## config.mk

```make
export PLATFORM = sky130hd
export DESIGN_NAME = dosage_to_bed_genotype_packer_flat
export DESIGN_NICKNAME = d
export VERILOG_FILES = /design/src/sv/d2bgp_pkg.sv /design/src/sv/d2bgp_if.sv /design/src/sv/d2bgp_call.sv /design/src/sv/d2bgp_pack.sv /design/src/sv/dosage_to_bed_genotype_packer.sv /design/src/flat_wrapper.sv
export SDC_FILE = /design/constraint.sdc
export NUM_CORES = 1
export LEC_CHECK = 0
export ABC_CLOCK_PERIOD_IN_PS = 17150
export BUFFER_PORTS_ARGS = -buffer_cell sky130_fd_sc_hd__buf_4
export CAP_MARGIN = 20
export CORE_ASPECT_RATIO = 1.1
export CORE_UTILIZATION = 40
export CTS_CLUSTER_DIAMETER = 30
export DETAILED_ROUTE_END_ITERATION = 8
export GPL_TIMING_DRIVEN = 0
export PLACE_DENSITY_LB_ADDON = 0.08
export SLEW_MARGIN = 15
export SYNTH_ARGS = -nofsm -noshare
export SYNTH_HDL_FRONTEND = slang
export SYNTH_HIERARCHICAL = 1
export SYNTH_SLANG_ARGS = --single-unit
```

## constraint.sdc

```tcl
create_clock -name clk -period 17.15 [get_ports clk]
set_input_delay 3.43 -clock clk [delete_from_list [all_inputs] [get_ports clk]]
set_output_delay 3.43 -clock clk [all_outputs]
set_load 0.02 [all_outputs]
```

## src/sv/d2bgp_pkg.sv

```systemverilog
// Shared constants and types for the dosage to BED genotype packer.
package d2bgp_pkg;

	localparam int DOSAGE_WIDTH_DEF = 16;
	localparam int COUNT_WIDTH_DEF  = 32;
	localparam int DELTA_W          = 15;
	localparam int DOSAGE_ONE       = 16384;
	localparam int CODE_W           = 2;
	localparam int NUM_CODES        = 4;
	localparam int SLOT_W           = 2;
	localparam int BYTE_W           = 8;

	localparam logic [DELTA_W-1:0] DELTA_RESET = DELTA_W'(819);
	localparam logic [SLOT_W-1:0]  LAST_SLOT   = SLOT_W'(3);

	typedef enum logic [CODE_W-1:0] {
		CODE_HOM_A1  = 2'd0,
		CODE_MISSING = 2'd1,
		CODE_HET     = 2'd2,
		CODE_HOM_A2  = 2'd3
	} code_t;

endpackage

```

## src/sv/d2bgp_if.sv

```systemverilog
// Valid/ready channel interfaces for sample input and packed byte output.
interface d2bgp_in_if import d2bgp_pkg::*; #(
	parameter int DOSAGE_WIDTH = DOSAGE_WIDTH_DEF
);
	logic                           valid;
	logic                           ready;
	logic signed [DOSAGE_WIDTH-1:0] hap1_dosage;
	logic signed [DOSAGE_WIDTH-1:0] hap2_dosage;
	logic                           last_sample;

	modport source (output valid, hap1_dosage, hap2_dosage, last_sample, input ready);
	modport sink (input valid, hap1_dosage, hap2_dosage, last_sample, output ready);
endinterface

interface d2bgp_out_if import d2bgp_pkg::*; #(
	parameter int COUNT_WIDTH = COUNT_WIDTH_DEF
);
	logic                   valid;
	logic                   ready;
	logic [BYTE_W-1:0]      packed_byte;
	logic                   last_byte;
	logic [COUNT_WIDTH-1:0] count_hom_a1;
	logic [COUNT_WIDTH-1:0] count_missing;
	logic [COUNT_WIDTH-1:0] count_het;
	logic [COUNT_WIDTH-1:0] count_hom_a2;

	modport source (output valid, packed_byte, last_byte, count_hom_a1, count_missing,
		count_het, count_hom_a2, input ready);
	modport sink (input valid, packed_byte, last_byte, count_hom_a1, count_missing,
		count_het, count_hom_a2, output ready);
endinterface

```

## src/sv/d2bgp_call.sv

```systemverilog
// Genotype caller: thresholds two haplotype dosages and picks the 2-bit code.
module d2bgp_call import d2bgp_pkg::*; #(
	parameter int DOSAGE_WIDTH = DOSAGE_WIDTH_DEF
) (
	input  logic signed [DOSAGE_WIDTH-1:0] hap1,
	input  logic signed [DOSAGE_WIDTH-1:0] hap2,
	input  logic        [DELTA_W-1:0]      delta,
	output code_t                          code
);

	localparam int CMP_W = ((DOSAGE_WIDTH > DELTA_W + 1) ? DOSAGE_WIDTH : DELTA_W + 1) + 2;

	logic signed [CMP_W-1:0] h1_x;
	logic signed [CMP_W-1:0] h2_x;
	logic signed [CMP_W-1:0] zero_max;
	logic signed [CMP_W-1:0] one_min;
	logic                    h1z, h1o, h2z, h2o;

	assign h1_x     = $signed({{(CMP_W-DOSAGE_WIDTH){hap1[DOSAGE_WIDTH-1]}}, hap1});
	assign h2_x     = $signed({{(CMP_W-DOSAGE_WIDTH){hap2[DOSAGE_WIDTH-1]}}, hap2});
	assign zero_max = $signed({{(CMP_W-DELTA_W){1'b0}}, delta});
	assign one_min  = $signed(CMP_W'(DOSAGE_ONE)) - zero_max;

	assign h1z = h1_x <= zero_max;
	assign h1o = h1_x >= one_min;
	assign h2z = h2_x <= zero_max;
	assign h2o = h2_x >= one_min;

	always_comb begin
		priority if (h1z && h2z) begin
			code = CODE_HOM_A1;
		end else if (h1o && h2o) begin
			code = CODE_HOM_A2;
		end else if ((h1z || h1o) && (h2z || h2o)) begin
			code = CODE_HET;
		end else begin
			code = CODE_MISSING;
		end
	end

endmodule

```

## src/sv/d2bgp_pack.sv

```systemverilog
// Byte packer: slot shift-in, saturating code counters and output register.
module d2bgp_pack import d2bgp_pkg::*; #(
	parameter int COUNT_WIDTH = COUNT_WIDTH_DEF
) (
	input  logic         clk,
	input  logic         arst_n,
	input  logic         item_valid,
	input  code_t        item_code,
	input  logic         item_last,
	output logic         item_take,
	d2bgp_out_if.source  byte_out
);

	logic [BYTE_W-1:0]      partial_q;
	logic [SLOT_W-1:0]      slot_q;
	logic [COUNT_WIDTH-1:0] cnt_q    [NUM_CODES];
	logic [COUNT_WIDTH-1:0] cnt_next [NUM_CODES];
	logic                   out_valid_q;
	logic                   emit;
	logic                   out_free;
	logic [BYTE_W-1:0]      byte_next;

	assign emit      = item_last || (slot_q == LAST_SLOT);
	assign out_free  = !out_valid_q || byte_out.ready;
	assign item_take = item_valid && (!emit || out_free);
	assign byte_next = partial_q | (BYTE_W'(item_code) << {slot_q, 1'b0});

	always_comb begin
		for (int k = 0; k < NUM_CODES; k++) begin
			if ((item_code == code_t'(k)) && (cnt_q[k] != '1)) begin
				cnt_next[k] = cnt_q[k] + COUNT_WIDTH'(1);
			end else begin
				cnt_next[k] = cnt_q[k];
			end
		end
	end

	// hold partial byte and counters between transfers
	always_ff @(posedge clk or negedge arst_n) begin
		if (!arst_n) begin
			partial_q <= '0;
			slot_q    <= '0;
			for (int k = 0; k < NUM_CODES; k++) begin
				cnt_q[k] <= '0;
			end
		end else if (item_take) begin
			cnt_q <= cnt_next;
			if (emit) begin
				partial_q <= '0;
				slot_q    <= '0;
			end else begin
				partial_q <= byte_next;
				slot_q    <= slot_q + SLOT_W'(1);
			end
		end
	end

	always_ff @(posedge clk or negedge arst_n) begin
		if (!arst_n) begin
			out_valid_q <= 1'b0;
		end else if (item_take && emit) begin
			out_valid_q <= 1'b1;
		end else if (byte_out.ready) begin
			out_valid_q <= 1'b0;
		end
	end

	always_ff @(posedge clk) begin
		if (item_take && emit) begin
			byte_out.packed_byte   <= byte_next;
			byte_out.last_byte     <= item_last;
			byte_out.count_hom_a1  <= cnt_next[CODE_HOM_A1];
			byte_out.count_missing <= cnt_next[CODE_MISSING];
			byte_out.count_het     <= cnt_next[CODE_HET];
			byte_out.count_hom_a2  <= cnt_next[CODE_HOM_A2];
		end
	end

	assign byte_out.valid = out_valid_q;

endmodule

```

## src/sv/dosage_to_bed_genotype_packer.sv

```systemverilog
// Dosage to BED genotype packer top level: input stage, caller, packer.
// Throughput: one sample per cycle unless the byte output stalls; a full or variant-ending
// byte leaves per transfer. The input register takes a sample at its transfer; caller and
// packer then load the result register when it is free, and the byte is valid from there.
// Reset: arst_n clears valids, partial byte, slot and counters, and sets delta to 819.
module dosage_to_bed_genotype_packer import d2bgp_pkg::*; #(
	parameter int DOSAGE_WIDTH = DOSAGE_WIDTH_DEF,
	parameter int COUNT_WIDTH  = COUNT_WIDTH_DEF
) (
	input  logic               clk,
	input  logic               arst_n,
	input  logic               cfg_we,
	input  logic [DELTA_W-1:0] cfg_wdata,
	d2bgp_in_if.sink           sample_in,
	d2bgp_out_if.source        byte_out
);

	logic [DELTA_W-1:0]             delta_q;
	logic                           valid_s1;
	logic signed [DOSAGE_WIDTH-1:0] hap1_s1;
	logic signed [DOSAGE_WIDTH-1:0] hap2_s1;
	logic                           last_s1;
	code_t                          code;
	logic                           take;

	always_ff @(posedge clk or negedge arst_n) begin
		if (!arst_n) begin
			delta_q <= DELTA_RESET;
		end else if (cfg_we) begin
			delta_q <= cfg_wdata;
		end
	end

	assign sample_in.ready = !valid_s1 || take;

	always_ff @(posedge clk or negedge arst_n) begin
		if (!arst_n) begin
			valid_s1 <= 1'b0;
		end else if (sample_in.ready) begin
			valid_s1 <= sample_in.valid;
		end
	end

	always_ff @(posedge clk) begin
		if (sample_in.valid && sample_in.ready) begin
			hap1_s1 <= sample_in.hap1_dosage;
			hap2_s1 <= sample_in.hap2_dosage;
			last_s1 <= sample_in.last_sample;
		end
	end

	d2bgp_call #(
		.DOSAGE_WIDTH (DOSAGE_WIDTH)
	) u_call (
		.hap1  (hap1_s1),
		.hap2  (hap2_s1),
		.delta (delta_q),
		.code  (code)
	);

	d2bgp_pack #(
		.COUNT_WIDTH (COUNT_WIDTH)
	) u_pack (
		.clk        (clk),
		.arst_n     (arst_n),
		.item_valid (valid_s1),
		.item_code  (code),
		.item_last  (last_s1),
		.item_take  (take),
		.byte_out   (byte_out)
	);

endmodule

```

## src/flat_wrapper.sv

```systemverilog
// flat-port wrapper written by rule: the top's interface ports become plain ports
module dosage_to_bed_genotype_packer_flat import d2bgp_pkg::*;
#(
	parameter int DOSAGE_WIDTH = DOSAGE_WIDTH_DEF,
	parameter int COUNT_WIDTH  = COUNT_WIDTH_DEF
)
  (clk, arst_n, cfg_we, cfg_wdata, sample_in_valid, sample_in_hap1_dosage, sample_in_hap2_dosage, sample_in_last_sample, sample_in_ready, byte_out_valid, byte_out_packed_byte, byte_out_last_byte, byte_out_count_hom_a1, byte_out_count_missing, byte_out_count_het, byte_out_count_hom_a2, byte_out_ready);
  d2bgp_in_if #(.DOSAGE_WIDTH(DOSAGE_WIDTH)) sample_in_i ();
  d2bgp_out_if #(.COUNT_WIDTH(COUNT_WIDTH)) byte_out_i ();
  input  logic clk;
  input  logic arst_n;
  input  logic cfg_we;
  input  logic [DELTA_W-1:0] cfg_wdata;
  input wire logic [$bits(sample_in_i.valid)-1:0] sample_in_valid;
  input wire logic [$bits(sample_in_i.hap1_dosage)-1:0] sample_in_hap1_dosage;
  input wire logic [$bits(sample_in_i.hap2_dosage)-1:0] sample_in_hap2_dosage;
  input wire logic [$bits(sample_in_i.last_sample)-1:0] sample_in_last_sample;
  output wire logic [$bits(sample_in_i.ready)-1:0] sample_in_ready;
  output wire logic [$bits(byte_out_i.valid)-1:0] byte_out_valid;
  output wire logic [$bits(byte_out_i.packed_byte)-1:0] byte_out_packed_byte;
  output wire logic [$bits(byte_out_i.last_byte)-1:0] byte_out_last_byte;
  output wire logic [$bits(byte_out_i.count_hom_a1)-1:0] byte_out_count_hom_a1;
  output wire logic [$bits(byte_out_i.count_missing)-1:0] byte_out_count_missing;
  output wire logic [$bits(byte_out_i.count_het)-1:0] byte_out_count_het;
  output wire logic [$bits(byte_out_i.count_hom_a2)-1:0] byte_out_count_hom_a2;
  input wire logic [$bits(byte_out_i.ready)-1:0] byte_out_ready;
  assign sample_in_i.valid = sample_in_valid;
  assign sample_in_i.hap1_dosage = sample_in_hap1_dosage;
  assign sample_in_i.hap2_dosage = sample_in_hap2_dosage;
  assign sample_in_i.last_sample = sample_in_last_sample;
  assign sample_in_ready = sample_in_i.ready;
  assign byte_out_valid = byte_out_i.valid;
  assign byte_out_packed_byte = byte_out_i.packed_byte;
  assign byte_out_last_byte = byte_out_i.last_byte;
  assign byte_out_count_hom_a1 = byte_out_i.count_hom_a1;
  assign byte_out_count_missing = byte_out_i.count_missing;
  assign byte_out_count_het = byte_out_i.count_het;
  assign byte_out_count_hom_a2 = byte_out_i.count_hom_a2;
  assign byte_out_i.ready = byte_out_ready;
  dosage_to_bed_genotype_packer #(.DOSAGE_WIDTH(DOSAGE_WIDTH), .COUNT_WIDTH(COUNT_WIDTH)) u_core (.clk(clk), .arst_n(arst_n), .cfg_we(cfg_we), .cfg_wdata(cfg_wdata), .sample_in(sample_in_i), .byte_out(byte_out_i));
endmodule
```

==> out/summary.txt <==
Post-synth EDFFs - 170
Total Wirelength - 45000 um
Max-slew violations - 0
Area grow syn2layout - 28.6%
Total GRT Usage - 21.5%
Number of global-route vias before repair - 12800
Clock root buffer - clkbuf_16
Final #Nets - 1857
CP Capture Type - output pin
Ys Warns - 6
Power per standard cell area - 130 nW/um^2
Largest fanout on the critical path - 10
CTS Buf Count - 75
Worst reg2reg startpoint - u_core/delta_q[1]
Critical path arrival - 5960 ps
Finished Cell Area - 21700 um^2
Clock Path Buffers - 3
Min Hold Slack - 473 ps
Slack of the worst reg-to-reg path - 10340 ps
DP HPWL - 31700 um
Worst Min Path Start - u_core/last_s1
R2R Path End - u_core/u_pack/byte_out.count_hom_a1[17]
Max VDD drop - 0.0851 mV
Seq cells post-synth - 325
Largest net degree at the start of global routing - 87
Status - finished, final reports clean
Tightest Pin Transition - 1080 ps
DR vias/cell - 5.28
Post-CTS Resized - 0
Worst setup margin - 7760 ps
Diodes inserted - 0
Gpl congestion - 0.884
Clock sinks - 325
Post-place instance area - 19200 um^2
Max-Cap Viols - 0
WHS Path Cells - 0
PortBufs - 190
Syn_nets - 1583
Sequential area share after synthesis - 53.3%
DRT iter0 DRCs - 598
CORE AREA - 41400 um^2
Die area - 43000 um^2
Clock skew - 18.5 ps
F_max - 106 MHz
WS Path Type - in -> out
Total power - 2.82 mW
Startpoint Class - primary input
CTS tree - yes
Period minus WS final - 9390 ps
Hold crit path type - reg -> reg
Post-DRT Antenna Nets - 0
Critical path origin - byte_out_ready
WP data required - 13720 ps
Lkg Pwr - 9.39 nW
Period utilization - 54.8%
Worst Hold End - u_core/u_pack/byte_out.last_byte
Initial antenna violation count - 0
# rows - 78
TritonRoute pass-1 iters - 5
I/O Pins - 192
Unrepaired setup endpoints after global routing - false
Vias - 12500
Place WS - 7790 ps
Gate Count Post-Synth - 1466
Die Wd - 198 um
Initial core utilization - 40.8%
Final setup fails - 0
Setup_tns - 0 ps
Mean Syn Cell Area - 11.5 um^2
Avg WL per Cell - 19.1 um
CTS H-tree depth - 3
# hold bufs at CTS - 0
Reg2Reg Depth - 22
Grt ovf - 0
Post-CTS Repair Setup Buffers - 0
Share of flip-flops with an asynchronous set or reset - 47.7%
Skew-Pair Late Insertion Delay - 590 ps
First-pass GRT wire length - 71500 um
Max_slew headroom - 28.2%
CTS clock-pin slew for the worst setup and hold paths - 40 ps
DIE HEIGHT - 217 um
Mapped cell area - 16900 um^2
Most used DFF post-synth - edfxtp_1
Fill cells - 3704
Final hold violations - 0
Distinct cell type count after synthesis - 77
Residual DRC - 0
Layout cells sized above 1 - 23.3%
-- critical path: stages --
cell      delay (ps)
buf_4            110
nand2b_1         180
o21ai_2          670
inv_1            340
clkbuf_1         440
clkbuf_1         360
nand2b_1         260
buf_4            170
-- sequential cells by signal, summed over array words and instances (netlist names), 15 cells and up --
register	cells
u_core/delta_q	15
u_core/hap2_s1	16
u_core/hap1_s1	16
u_core/u_pack/byte_out.count_het	32
u_core/u_pack/byte_out.count_missing	32
u_core/u_pack/byte_out.count_hom_a1	32
u_core/u_pack/cnt_q	128
u_core/u_pack/byte_out.count_hom_a2	32
-- kinds of logic (layout without fill, tap and decap cells) --
group	after synthesis	after routing	share of synthesized area [%]
mux	26	26	1.94
compound gates	87	87	3.93
flops	325	325	53.3
buf+inv	96	433	2.49
xor+xnor	256	256	13.4
simple gates	610	610	20.0
fa+ha+maj	66	66	4.88
-- placed cells by master (no fill, tap or decap), drive strengths merged, types with 5 or more instances in the layout --
| cell type | Yosys | final |
|---|---|---|
| or3 | 12 | 12 |
| or4 | 6 | 6 |
| edfxtp | 170 | 170 |
| nand4 | 76 | 76 |
| xor2 | 128 | 128 |
| nor2 | 76 | 76 |
| inv | 28 | 45 |
| nand4b | 7 | 7 |
| o21ai | 16 | 16 |
| dfrtp | 149 | 149 |
| and2 | 17 | 17 |
| ha | 64 | 64 |
| nand3 | 88 | 88 |
| nor3 | 107 | 107 |
| a21oi | 17 | 17 |
| mux2 | 24 | 24 |
| nor4 | 32 | 32 |
| xnor2 | 127 | 127 |
| a21o | 12 | 12 |
| nand2 | 93 | 93 |
| and4 | 24 | 24 |
| clkinvlp | 0 | 12 |
| nand2b | 11 | 11 |
| o21a | 5 | 5 |
| and3 | 33 | 33 |
| clkbuf | 41 | 125 |
| nor2b | 8 | 8 |
| dfstp | 6 | 6 |
| buf | 27 | 224 |
| clkinv | 0 | 23 |
-- how the worst max path moves through the flow --
stage / endpoint / cells after the start
floorplan: u_core/u_pack/byte_out.count_het[0] / 3
global placement: u_core/u_pack/byte_out.count_hom_a1[4] / 4
detailed placement: sample_in_ready / 8
CTS: sample_in_ready / 8
global route: sample_in_ready / 8
finish: sample_in_ready / 8
-- through the flow --
step           utilization [%]  std cells
6_report                  52.4       2363
5_1_grt                   52.4       2363
4_1_cts                   52.4       2363
3_5_place_dp              46.3       2223
3_3_place_gp              45.9       2216
2_1_floorplan                -       1466
-- report_power, final --
| group | switching (mW) | internal (mW) |
|---|---|---|
| Combinational | 0.262 | 0.174 |
| Clock | 0.490 | 0.901 |
| Sequential | 0.0581 | 0.931 |
-- layout make-up --
type                       instances  area (um^2)  area share, %
buffer                            68          314           1.45
sequential                       325         8990           41.5
inverter                          28          105          0.485
multi-input combinational       1045         7470           34.5
clock inverter                    56          553           2.55
clock buffer                      84         1960           9.04
timing repair buffer             197         1590           7.33
tap                              560          701           3.23
-- synth_stat cells (all sizes together) (4+ instances only) --
cell | n | share of area (%)
edfxtp | 170 | 30
dfrtp | 149 | 22
xor2 | 128 | 6.6
xnor2 | 127 | 6.6
nor3 | 107 | 3.3
nand2 | 93 | 2.1
nand3 | 88 | 2.6
nand4 | 76 | 3.0
nor2 | 76 | 1.7
ha | 64 | 4.7
clkbuf | 41 | 0.93
and3 | 33 | 1.2
nor4 | 32 | 1.3
inv | 28 | 0.62
buf | 27 | 0.93
and4 | 24 | 1.2
mux2 | 24 | 1.8
a21oi | 17 | 0.50
and2 | 17 | 0.63
o21ai | 16 | 0.47
a21o | 12 | 0.53
or3 | 12 | 0.47
nand2b | 11 | 0.41
nor2b | 8 | 0.30
nand4b | 7 | 0.36
dfstp | 6 | 0.93
or4 | 6 | 0.31
o21a | 5 | 0.22
a31o | 4 | 0.21
a32o | 4 | 0.24
and4b | 4 | 0.24
o221a | 4 | 0.27
or2 | 4 | 0.15
-- per-layer routing --
layer  part of all wire [%]  GRT usage (%)  wire, um
met5                      0              0         0
met4                    2.5           8.53      1110
met3                    5.0           4.23      2260
met2                     47           35.0     21400
met1                     45           28.1     20300
(Power assumes the default switching activity.)
